[src/rtl/ddm_pkg.sv]
// ddm_pkg: shared types, states and digit helpers for the decimal digit multiplier.
// No dependencies; imported by decimal_digit_multiplier_unit and ddm_checker.
`timescale 1ns / 1ps
package ddm_pkg;

  localparam logic [3:0] DIGIT_MAX = 4'd9;

  typedef struct packed {
    logic       req_type;
    logic [3:0] digit;
    logic       operand_negative;
    logic [5:0] frac_digits;
    logic       last_digit;
  } ddm_in_t;

  typedef struct packed {
    logic [3:0] product_digit;
    logic       product_negative;
    logic [6:0] product_frac_digits;
    logic       last;
  } ddm_out_t;

  typedef enum logic {
    PH_FIRST  = 1'b0,
    PH_SECOND = 1'b1
  } ddm_phase_t;

  typedef enum logic [2:0] {
    ST_IDLE,
    ST_RD_A,
    ST_LD_A,
    ST_RD_M,
    ST_MAC,
    ST_RD_C,
    ST_ADD_C,
    ST_EMIT
  } ddm_state_t;

  typedef struct packed {
    logic [3:0] quo;
    logic [3:0] rem;
  } ddm_qr_t;

  // t / 10 via reciprocal 205/2048, exact for t < 1029
  function automatic ddm_qr_t div10(input logic [6:0] t);
    logic [14:0] prod;
    logic [6:0]  back;
    ddm_qr_t     res;
    prod     = {8'd0, t} * 15'd205;
    res.quo  = prod[14:11];
    back     = t - ({3'd0, res.quo} * 7'd10);
    res.rem  = back[3:0];
    return res;
  endfunction

endpackage

[src/rtl/ddm_ram.sv]
// ddm_ram: generic single-write, single-read RAM with registered read data.
// No dependencies.
`timescale 1ns / 1ps
module ddm_ram #(
  parameter int WIDTH = 4,
  parameter int DEPTH = 32
) (
  input  logic                                   clk,
  input  logic                                   we,
  input  logic [((DEPTH > 1) ? $clog2(DEPTH) : 1)-1:0] waddr,
  input  logic [WIDTH-1:0]                       wdata,
  input  logic [((DEPTH > 1) ? $clog2(DEPTH) : 1)-1:0] raddr,
  output logic [WIDTH-1:0]                       rdata
);

  logic [WIDTH-1:0] mem_r [DEPTH];
  logic [WIDTH-1:0] rdata_r;

  always_ff @(posedge clk) begin
    if (we) begin
      mem_r[waddr] <= wdata;
    end
    rdata_r <= mem_r[raddr];
  end

  assign rdata = rdata_r;

endmodule

[src/rtl/decimal_digit_multiplier_unit.sv]
// decimal_digit_multiplier_unit: signed decimal schoolbook multiplier, digit serial.
// Depends on ddm_pkg and ddm_ram (operand stores and product store).
//
//   channel  | ports                       | transfer
//   ---------+-----------------------------+----------------------------------
//   input    | start, busy, in_item        | start & !busy at clock edge
//   result   | out_strobe, out_item        | one digit per cycle, no backpressure
//
// Loading: one digit item per cycle while busy is low. The last digit of the second
// operand starts the product: a read and a load state fetch each first-operand digit,
// a digit step is a read and a multiply-add state, a carry step a read and an add
// state, then the emit state streams all 2*MAX_DIGITS digits, the last reaching the
// ports through iss_r and the output register after busy falls. The pace is set by
// the single digit multiply-add unit and the one read port of the product RAM.
// Reset is synchronous; valid bits clear the product store as each product begins.
`timescale 1ns / 1ps
module decimal_digit_multiplier_unit #(
  parameter int MAX_DIGITS = 32
) (
  input  logic              clk,
  input  logic              rst_n,
  input  logic              start,
  output logic              busy,
  input  ddm_pkg::ddm_in_t  in_item,
  output logic              out_strobe,
  output ddm_pkg::ddm_out_t out_item
);
  import ddm_pkg::*;

  localparam int PROD   = 2 * MAX_DIGITS;
  localparam int CNT_W  = $clog2(MAX_DIGITS + 1);
  localparam int IDX_W  = (MAX_DIGITS > 1) ? $clog2(MAX_DIGITS) : 1;
  localparam int PIDX_W = $clog2(PROD);

  ddm_state_t          state_r, state_nxt;
  ddm_phase_t          phase_r, phase_nxt;
  logic [CNT_W-1:0]    fc_r, fc_nxt, sc_r, sc_nxt;
  logic                neg_a_r, neg_a_nxt;
  logic [5:0]          frac_a_r, frac_a_nxt;
  logic                pneg_r, pneg_nxt;
  logic [6:0]          pfrac_r, pfrac_nxt;
  logic [CNT_W-1:0]    i_r, i_nxt, j_r, j_nxt;
  logic [3:0]          a_r, a_nxt, carry_r, carry_nxt;
  logic [PIDX_W-1:0]   pos_r, pos_nxt, k_r, k_nxt;
  logic [PROD-1:0]     pv_r, pv_nxt;
  logic                pv_q_r;
  logic                iss_r, iss_nxt, iss_last_r, iss_last_nxt;
  logic                out_strobe_r;
  ddm_out_t            out_r;

  logic                accept;
  logic [3:0]          din;
  logic                a_we, b_we, p_we;
  logic [IDX_W-1:0]    a_waddr, b_waddr, a_raddr, b_raddr;
  logic [PIDX_W-1:0]   p_waddr, p_raddr;
  logic [3:0]          p_wdata, a_rdata, b_rdata, p_rdata, p_eff;
  logic [CNT_W-1:0]    a_idx, b_idx;
  logic [PIDX_W-1:0]   pos_calc;
  logic [7:0]          mul;
  logic [6:0]          t_sum;
  ddm_qr_t             qr;
  logic                next_row, last_row;

  assign busy   = (state_r != ST_IDLE);
  assign accept = start && !busy;
  assign din    = (in_item.digit > DIGIT_MAX) ? DIGIT_MAX : in_item.digit;

  assign a_idx    = fc_r - CNT_W'(1) - i_r;
  assign b_idx    = sc_r - CNT_W'(1) - j_r;
  assign a_raddr  = a_idx[IDX_W-1:0];
  assign b_raddr  = b_idx[IDX_W-1:0];
  assign a_waddr  = fc_r[IDX_W-1:0];
  assign b_waddr  = sc_r[IDX_W-1:0];
  assign pos_calc = PIDX_W'(PROD - 1) - (PIDX_W'(i_r) + PIDX_W'(j_r));
  assign p_eff    = pv_q_r ? p_rdata : 4'd0;
  assign mul      = {4'd0, a_r} * {4'd0, b_rdata};
  assign last_row = (i_r + CNT_W'(1) == fc_r);

  // digit step adds the partial product, carry step only the carry
  assign t_sum = {3'd0, p_eff} + ((state_r == ST_MAC) ? mul[6:0] : 7'd0)
               + {3'd0, carry_r};

  always_comb begin
    a_we = 1'b0;
    b_we = 1'b0;
    if (accept && (in_item.req_type == logic'(phase_r))) begin
      a_we = (phase_r == PH_FIRST)  && (fc_r < CNT_W'(MAX_DIGITS));
      b_we = (phase_r == PH_SECOND) && (sc_r < CNT_W'(MAX_DIGITS));
    end
  end

  always_comb begin
    state_nxt    = state_r;
    phase_nxt    = phase_r;
    fc_nxt       = fc_r;
    sc_nxt       = sc_r;
    neg_a_nxt    = neg_a_r;
    frac_a_nxt   = frac_a_r;
    pneg_nxt     = pneg_r;
    pfrac_nxt    = pfrac_r;
    i_nxt        = i_r;
    j_nxt        = j_r;
    a_nxt        = a_r;
    carry_nxt    = carry_r;
    pos_nxt      = pos_r;
    k_nxt        = k_r;
    pv_nxt       = pv_r;
    iss_nxt      = 1'b0;
    iss_last_nxt = 1'b0;
    p_we         = 1'b0;
    p_waddr      = pos_r;
    p_wdata      = 4'd0;
    p_raddr      = pos_r;
    next_row     = 1'b0;

    unique case (state_r)
      ST_IDLE: begin
        if (accept && (in_item.req_type == logic'(phase_r))) begin
          if (phase_r == PH_FIRST) begin
            if (a_we) fc_nxt = fc_r + CNT_W'(1);
            neg_a_nxt  = in_item.operand_negative;
            frac_a_nxt = in_item.frac_digits;
            if (in_item.last_digit) phase_nxt = PH_SECOND;
          end else begin
            if (b_we) sc_nxt = sc_r + CNT_W'(1);
            if (in_item.last_digit) begin
              pneg_nxt  = neg_a_r ^ in_item.operand_negative;
              pfrac_nxt = {1'b0, frac_a_r} + {1'b0, in_item.frac_digits};
              phase_nxt = PH_FIRST;
              pv_nxt    = '0;
              i_nxt     = '0;
              state_nxt = ST_RD_A;
            end
          end
        end
      end
      ST_RD_A: begin
        state_nxt = ST_LD_A;
      end
      ST_LD_A: begin
        a_nxt     = a_rdata;
        carry_nxt = 4'd0;
        j_nxt     = '0;
        state_nxt = ST_RD_M;
      end
      ST_RD_M: begin
        pos_nxt   = pos_calc;
        p_raddr   = pos_calc;
        state_nxt = ST_MAC;
      end
      ST_MAC: begin
        p_we          = 1'b1;
        p_wdata       = qr.rem;
        pv_nxt[pos_r] = 1'b1;
        carry_nxt     = qr.quo;
        j_nxt         = j_r + CNT_W'(1);
        if (j_r + CNT_W'(1) == sc_r) begin
          if ((qr.quo != 4'd0) && (pos_r != '0)) begin
            pos_nxt   = pos_r - PIDX_W'(1);
            state_nxt = ST_RD_C;
          end else begin
            next_row = 1'b1;
          end
        end else begin
          state_nxt = ST_RD_M;
        end
      end
      ST_RD_C: begin
        state_nxt = ST_ADD_C;
      end
      ST_ADD_C: begin
        p_we          = 1'b1;
        p_wdata       = qr.rem;
        pv_nxt[pos_r] = 1'b1;
        carry_nxt     = qr.quo;
        if ((qr.quo != 4'd0) && (pos_r != '0)) begin
          pos_nxt   = pos_r - PIDX_W'(1);
          state_nxt = ST_RD_C;
        end else begin
          next_row = 1'b1;
        end
      end
      ST_EMIT: begin
        p_raddr      = k_r;
        iss_nxt      = 1'b1;
        iss_last_nxt = (k_r == PIDX_W'(PROD - 1));
        k_nxt        = k_r + PIDX_W'(1);
        if (k_r == PIDX_W'(PROD - 1)) state_nxt = ST_IDLE;
      end
      default: begin
        state_nxt = ST_IDLE;
      end
    endcase

    if (next_row) begin
      i_nxt = i_r + CNT_W'(1);
      if (last_row) begin
        fc_nxt    = '0;
        sc_nxt    = '0;
        k_nxt     = '0;
        state_nxt = ST_EMIT;
      end else begin
        state_nxt = ST_RD_A;
      end
    end
  end

  assign qr = div10(t_sum);

  always_ff @(posedge clk) begin
    if (!rst_n) begin
      state_r      <= ST_IDLE;
      phase_r      <= PH_FIRST;
      fc_r         <= '0;
      sc_r         <= '0;
      neg_a_r      <= 1'b0;
      frac_a_r     <= '0;
      pv_r         <= '0;
      iss_r        <= 1'b0;
      out_strobe_r <= 1'b0;
    end else begin
      state_r      <= state_nxt;
      phase_r      <= phase_nxt;
      fc_r         <= fc_nxt;
      sc_r         <= sc_nxt;
      neg_a_r      <= neg_a_nxt;
      frac_a_r     <= frac_a_nxt;
      pv_r         <= pv_nxt;
      iss_r        <= iss_nxt;
      out_strobe_r <= iss_r;
    end
  end

  always_ff @(posedge clk) begin
    pneg_r     <= pneg_nxt;
    pfrac_r    <= pfrac_nxt;
    i_r        <= i_nxt;
    j_r        <= j_nxt;
    a_r        <= a_nxt;
    carry_r    <= carry_nxt;
    pos_r      <= pos_nxt;
    k_r        <= k_nxt;
    iss_last_r <= iss_last_nxt;
    pv_q_r     <= pv_r[p_raddr];
    out_r.product_digit       <= p_eff;
    out_r.product_negative    <= pneg_r;
    out_r.product_frac_digits <= pfrac_r;
    out_r.last                <= iss_last_r;
  end

  assign out_strobe = out_strobe_r;
  assign out_item   = out_r;

  ddm_ram #(.WIDTH(4), .DEPTH(MAX_DIGITS)) u_ram_a (
    .clk   (clk),
    .we    (a_we),
    .waddr (a_waddr),
    .wdata (din),
    .raddr (a_raddr),
    .rdata (a_rdata)
  );

  ddm_ram #(.WIDTH(4), .DEPTH(MAX_DIGITS)) u_ram_b (
    .clk   (clk),
    .we    (b_we),
    .waddr (b_waddr),
    .wdata (din),
    .raddr (b_raddr),
    .rdata (b_rdata)
  );

  ddm_ram #(.WIDTH(4), .DEPTH(PROD)) u_ram_p (
    .clk   (clk),
    .we    (p_we),
    .waddr (p_waddr),
    .wdata (p_wdata),
    .raddr (p_raddr),
    .rdata (p_rdata)
  );

endmodule

[config.mk]
export PLATFORM = sky130hd
export DESIGN_NAME = decimal_digit_multiplier_unit
export DESIGN_NICKNAME = d
export VERILOG_FILES = /design/src/rtl/ddm_pkg.sv /design/src/rtl/ddm_ram.sv /design/src/rtl/decimal_digit_multiplier_unit.sv
export SDC_FILE = /design/constraint.sdc
export NUM_CORES = 1
export LEC_CHECK = 0
export BUFFER_PORTS_ARGS = -buffer_cell sky130_fd_sc_hd__buf_2
export CORE_AREA = 8 8 281 283
export CTS_CLUSTER_SIZE = 12
export DETAILED_ROUTE_END_ITERATION = 8
export DIE_AREA = 0 0 289 291
export PLACE_DENSITY_LB_ADDON = 0.2
export SYNTH_ARGS = -nofsm -noshare
export SYNTH_HDL_FRONTEND = slang
export SYNTH_SLANG_ARGS = --single-unit
[constraint.sdc]
create_clock -name clk -period 12.8 [get_ports clk]
set_clock_uncertainty 0.05 [all_clocks]
set_input_delay 3.2 -clock clk [delete_from_list [all_inputs] [get_ports clk]]
set_output_delay 3.2 -clock clk [all_outputs]
set_load 0.005 [all_outputs]
# --- Word level (Yosys, flattened, before mapping) ---
# Memories as Yosys holds them, arrays and structs flattened. A register that Yosys moved wholly into a read port is not among the register bits.
# Cells that the tools add are included.
totals:
  mem_bits_rw: 512
  memories: 3
  output_inout_bits: 15
  inputBits: 16
  ff_bits: 144
classes:
  n_mul: 3
  bitwise: 3
  magnitude_cmp: 6
  eq_ne: 19
  muxes: 63
  reduce_logical: 27
  n_addsub: 16
mem_list:
  columns: ["memory", "words", "word_bits", "read_ports", "rd_ports_with_merged_regs", "write_ports", "line", "rtl"]
  rows:
  - ["u_ram_p.mem_r", 64, 4, 1, 1, 1, "ddm_ram.sv:16", "logic [WIDTH-1:0] mem_r [DEPTH];"]
  - ["u_ram_a.mem_r", 32, 4, 1, 1, 1, "ddm_ram.sv:16", null]
  - ["u_ram_b.mem_r", 32, 4, 1, 1, 1, "ddm_ram.sv:16", null]
op_table:
  columns: ["cell", "n"]
  rows:
  - ["$mux W64", 3]
  - ["$mux W6", 22]
  - ["$pmux W64 S2", 1]
  - ["$or A64 B64 Y64", 1]
  - ["$add A6 B1 Y6 const B", 5]
  - ["$mux W3", 8]
  - ["$pmux W3 S8", 1]
  - ["$pmux W6 S2", 2]
  - ["$pmux W6 S3", 1]
  - ["$mux W1", 17]
  - ["$reduce_and A4 Y1", 4]
  - ["$mul A7 B8 Y15 const B", 1]
  - ["$lt A6 B7 Y1 const B", 2]
  - ["$reduce_bool A2 Y1", 7]
  - ["$eq A3 B3 Y1 const B", 4]
  - ["$eq A6 B6 Y1", 2]
  - ["$lt A6 B6 Y1 const B", 2]
  - ["$mux W4", 3]
  - ["$ne A3 B3 Y1 const B", 4]
  - ["$sub A5 B1 Y5 const B", 2]
  - ["$sub A5 B5 Y5", 2]
  - ["$pmux W4 S2", 1]
  - ["$add A4 B7 Y7", 1]
  - ["$add A6 B6 Y7", 1]
  - ["other kinds (30)", 40]

# --- Logic depth before layout (Yosys ltp) ---
logic_depth:
  depth_word: 12
  mapped_depth: 34
  depth_no_buf: 34

# --- Cells and area by module ---
# From an unflattened synthesis, not the netlist that was laid out.
unflattened:
  hier_cells: 1882
  area_unflattened_um2: 29200.5
by_module_without_submodules:
  columns: ["module", "seq_area_each_um2", "area_each_um2", "n_inst", "cells_each"]
  rows:
  - ["ddm_ram (u_ram_p)", 7767.4, 10407.5, 1, 521]
  - ["ddm_ram (u_ram_a ...)", 3923.8, 5138.7, 2, 231]
  - ["decimal_digit_multiplier_unit", 3223.1, 8515.7, 1, 899]

# --- Least setup slack after synthesis ---
# No wires, ideal clock.
synth_path:
  path_type: "reg-to-reg"
  startpoint: "register a_r[0]"
  endpoint: "memory u_ram_p.mem_r[0][3] (data pin)"
  stages_incl_launch_ff: 33
  slack_ps: 3529
  setup_time_ps: 499
  t_arrival_ps: 8722
  n_path_buf: 0
  path_cell_list: "edfxtp_1 nand2_1 fa_1 inv_1 fa_1 inv_1 fa_1 nor2_1 fa_1 ha_1 a21o_1 a21oi_1 xor2_1 ha_1 inv_1 fa_1 inv_1 ha_1 inv_1 fa_1 inv_1 ha_1 nand4_1 o221ai_1 mux2i_1 a211o_1 inv_1 ha_1 fa_1 xnor2_1 xnor2_1 xnor2_1 nor2_1"
synth_lines:
  columns: ["element", "line", "rtl"]
  rows:
  - ["start, declared", "decimal_digit_multiplier_unit.sv:43", "logic [3:0] a_r, a_nxt, carry_r, carry_nxt;"]
  - ["start signal, assigned", "decimal_digit_multiplier_unit.sv:239", "a_r <= a_nxt;"]
  - ["end, declared", "ddm_ram.sv:16", null]

==> out/qor.csv <==
metric,value,unit
"Hold Violations, Final",0,
fill count,6836,
critical path's largest stage delay,0.56,ns
Routed Antenna Nets,0,
first-pass GRT wire length,106300,um
GRT Overall Usage,16.07,%
mux share of post-synthesis cell area,7.398,%
VDD IR-drop max,0.1066,mV
crit path max fanout,64,
fin. max-slew vios,0,
register area share after synthesis,63.86,%
status,"finished, final reports clean",
CP arrival,9.09,ns
complex-gate fraction of the synthesized area,7.525,%
setup TNS,0,ns
row count,101,
main combinational cell family by area after synthesis,simple AND/OR/NAND/NOR gates,
Post-CTS Setup Repair Bufs,0,
layout cells sized above 1,12.53,%
CTS HTree Levels,3,
I/O pins,31,
number of nets in the layout,2348,
Detailed Route WL,67150,um
Power Total,4.425,mW
XOR/XNOR Fraction of Synth Area,1.871,%
RSZ-0062 raised after global routing,no,
CTS Buffer Depth,3,
placer congestion estimate,0.8048,
synth unique cells,76,
initial antenna violation count,1,
Vias/cell,5.358,
WP data required,13.05,ns
combinational share of power,3.7,%
vias,17428,
post-route minimum period,8.836,ns
Hold Crit Class,flop to flop,
post-CTS sizing,0,
number of I/O port buffers,30,
die area,84100,sq um
pwr dens,135.3,nW/um^2
Setup crit end kind,flop,
Switching Fraction,20.61,%
Pre-antenna DRT Iters,5,
largest net degree at the start of global routing,95,
Die W,289,um
internal power,3.513,mW
synth warn,0,
wire length per cell,20.64,um
"EDFF count, synth",546,
# diodes,0,
Worst Tran Pin Value,1.242,ns
Rel. slew slack,16.90,%
max cap viols,0,
synthesized flop and latch total,668,
DP Wirelength,42880,um
LEAKAGE,10.73,nW
CTS root buf,clkbuf_16,
share of total power in the clock network,43.1,%
post-layout instance area,32700,sq um
clk slew on worst S/H paths,0.06,ns
clock sinks,668,
Die Ht,291,um
Syn Area/Cell,13.34,sq um
Post-Syn Nets,2332,
CORE AREA,74810,sq um
GRT overflow,0,
Area Overhead vs Synth,10.86,%
mapped cell area,29500,sq um
Syn Inst Count,2212,
Critical Path Start Type,flop,
vias in the first global route,18173,
worst-skew pair later-pin latency,0.60,ns
CTS tree,built,
DRC,0,
max frequency,113.2,MHz
Simple-Gate Fraction of Synth Area,11.72,%
"Primary FF master, synth",edfxtp_1,
share of flip-flops with an asynchronous set or reset,0,%
Worst path slowest cell,fa_1,
final period utilization,69.03,%
Fin Hold WS,0.2741,ns
Psw,0.9121,mW
Post-Synth Adder-Cell Area,4.971,%
hold_buf cts,0,
Setup CP Type,flop to flop,
1st-iter DRT viols,1248,
dpl cell area,30580,sq um
Seq pwr share,53.2,%
Final setup violation count,0,
cts bufs inserted,71,
Starting Density,39.43,%
-- worst paths after layout --
kind	from	endpoint	slack, ns	cells past startpoint
hold reg to reg	iss_last_r	out_item[0]	0.27	0
hold / removal	iss_last_r	out_item[0]	0.27	0
setup reg to reg	a_r[0]	u_ram_p.mem_r[61][3]	3.96	33
setup / recovery	a_r[0]	u_ram_p.mem_r[61][3]	3.96	33
-- area by class of cell --
type | count | area (sq um) | share of cell area, %
Sequential cell | 668 | 18840 | 57.61
Multi-Input combinational cell | 1366 | 9938 | 30.39
Clock buffer | 106 | 2032 | 6.214
Tap cell | 978 | 1224 | 3.742
Timing Repair Buffer | 53 | 322.8 | 0.9871
Inverter | 68 | 255.2 | 0.7805
Clock inverter | 14 | 91.34 | 0.2793
-- power groups by stage --
stage	clock (mW)	combinational (mW)	sequential (mW)
floorplan	0	0.123	2.40
detailed placement	0	0.169	2.40
global route	2.03	0.184	2.35
finish	1.91	0.165	2.35
CTS	1.95	0.170	2.35
global placement	0	0.167	2.40
-- kinds of logic after synthesis --
family | count (synthesis)
buffers and inverters | 178
adder cells (fa/ha/maj) | 104
multiplexers | 117
AND/OR/NAND/NOR | 758
flip-flops | 668
XOR/XNOR | 63
AO/OA/AOI/OAI | 324
-- Yosys cell counts (all sizes together) (18+ instances only) --
master	count	area [sq um]
xnor2	39	341.6
fa	22	440.4
ha	82	1026
inv	68	255.2
o21ai	34	177.7
a31oi	18	127.6
a211oi	71	533.0
nor4	18	143.9
edfxtp	546	16400
mux4	80	1802
nand2	202	765.7
nor2	333	1260
a311oi	28	251.5
nand3	42	210.2
buf	64	355.3
and2	79	496.7
a21oi	105	533.0
clkbuf	46	172.7
dfxtp	122	2442
xor2	24	210.2
mux2i	29	290.3
-- critical path: cells and delay by family (launching register included) --
kind	cells	cell delay, ns
adder cells (fa/ha/maj)	12	4.81
buffers and inverters	8	0.93
XOR/XNOR	4	0.85
flip-flops	1	0.38
AND/OR/NAND/NOR	4	0.48
AO/OA/AOI/OAI	4	0.77
multiplexers	1	0.21
-- cell usage in the layout (no fill, tap or decap), drive strengths merged, types with 4 or more instances in the layout --
cell	instances
or2	6
or3b	4
nor3b	6
nor2	333
mux2	8
nand2	202
nand4	6
xnor2	39
nor3	15
a31o	6
and3	10
ha	82
dfxtp	122
fa	22
o21ai	34
nand3b	5
nand3	42
edfxtp	546
or3	6
o22ai	11
a311oi	28
a31oi	18
a311o	8
mux4	80
a21o	14
mux2i	29
nor2b	9
nor4	18
inv	69
buf	53
a211oi	71
and2	79
nand2b	12
clkinv	13
a21oi	105
clkbuf	106
a22o	7
xor2	24
-- flip-flops by register name, summed over array words and instances, names as in the netlist, 6 cells and up --
| signal | cells |
|---|---|
| u_ram_p.mem_r | 256 |
| frac_a_r | 6 |
| fc_r | 6 |
| i_r | 6 |
| j_r | 6 |
| pv_r | 64 |
| pfrac_r | 7 |
| sc_r | 6 |
| u_ram_b.mem_r | 128 |
| k_r | 6 |
| out_item | 13 |
| p_waddr | 6 |
| u_ram_a.mem_r | 128 |
-- stage by stage --
stage,setup WS [ns],utilization [%],instances
3_3_place_gp,4.176,40.87,3133
6_report,3.964,43.71,3253
4_1_cts,3.915,43.71,3253
2_1_floorplan,3.529,-,2212
3_5_place_dp,3.923,40.87,3133
5_1_grt,3.410,43.71,3253
-- layer usage --
layer / vias up / global-route usage (%) / share of wire, % / wire, um
met5: - / 0 / 0.019 / 13
met4: 2 / 6.183 / 3.7 / 2463
met3: 132 / 2.246 / 3.4 / 2259
met2: 334 / 26.31 / 48 / 32270
met1: 8766 / 21.54 / 45 / 30150
li1: 8194 / - / - / -
No activity file was read; power rests on OpenSTA's default activity.
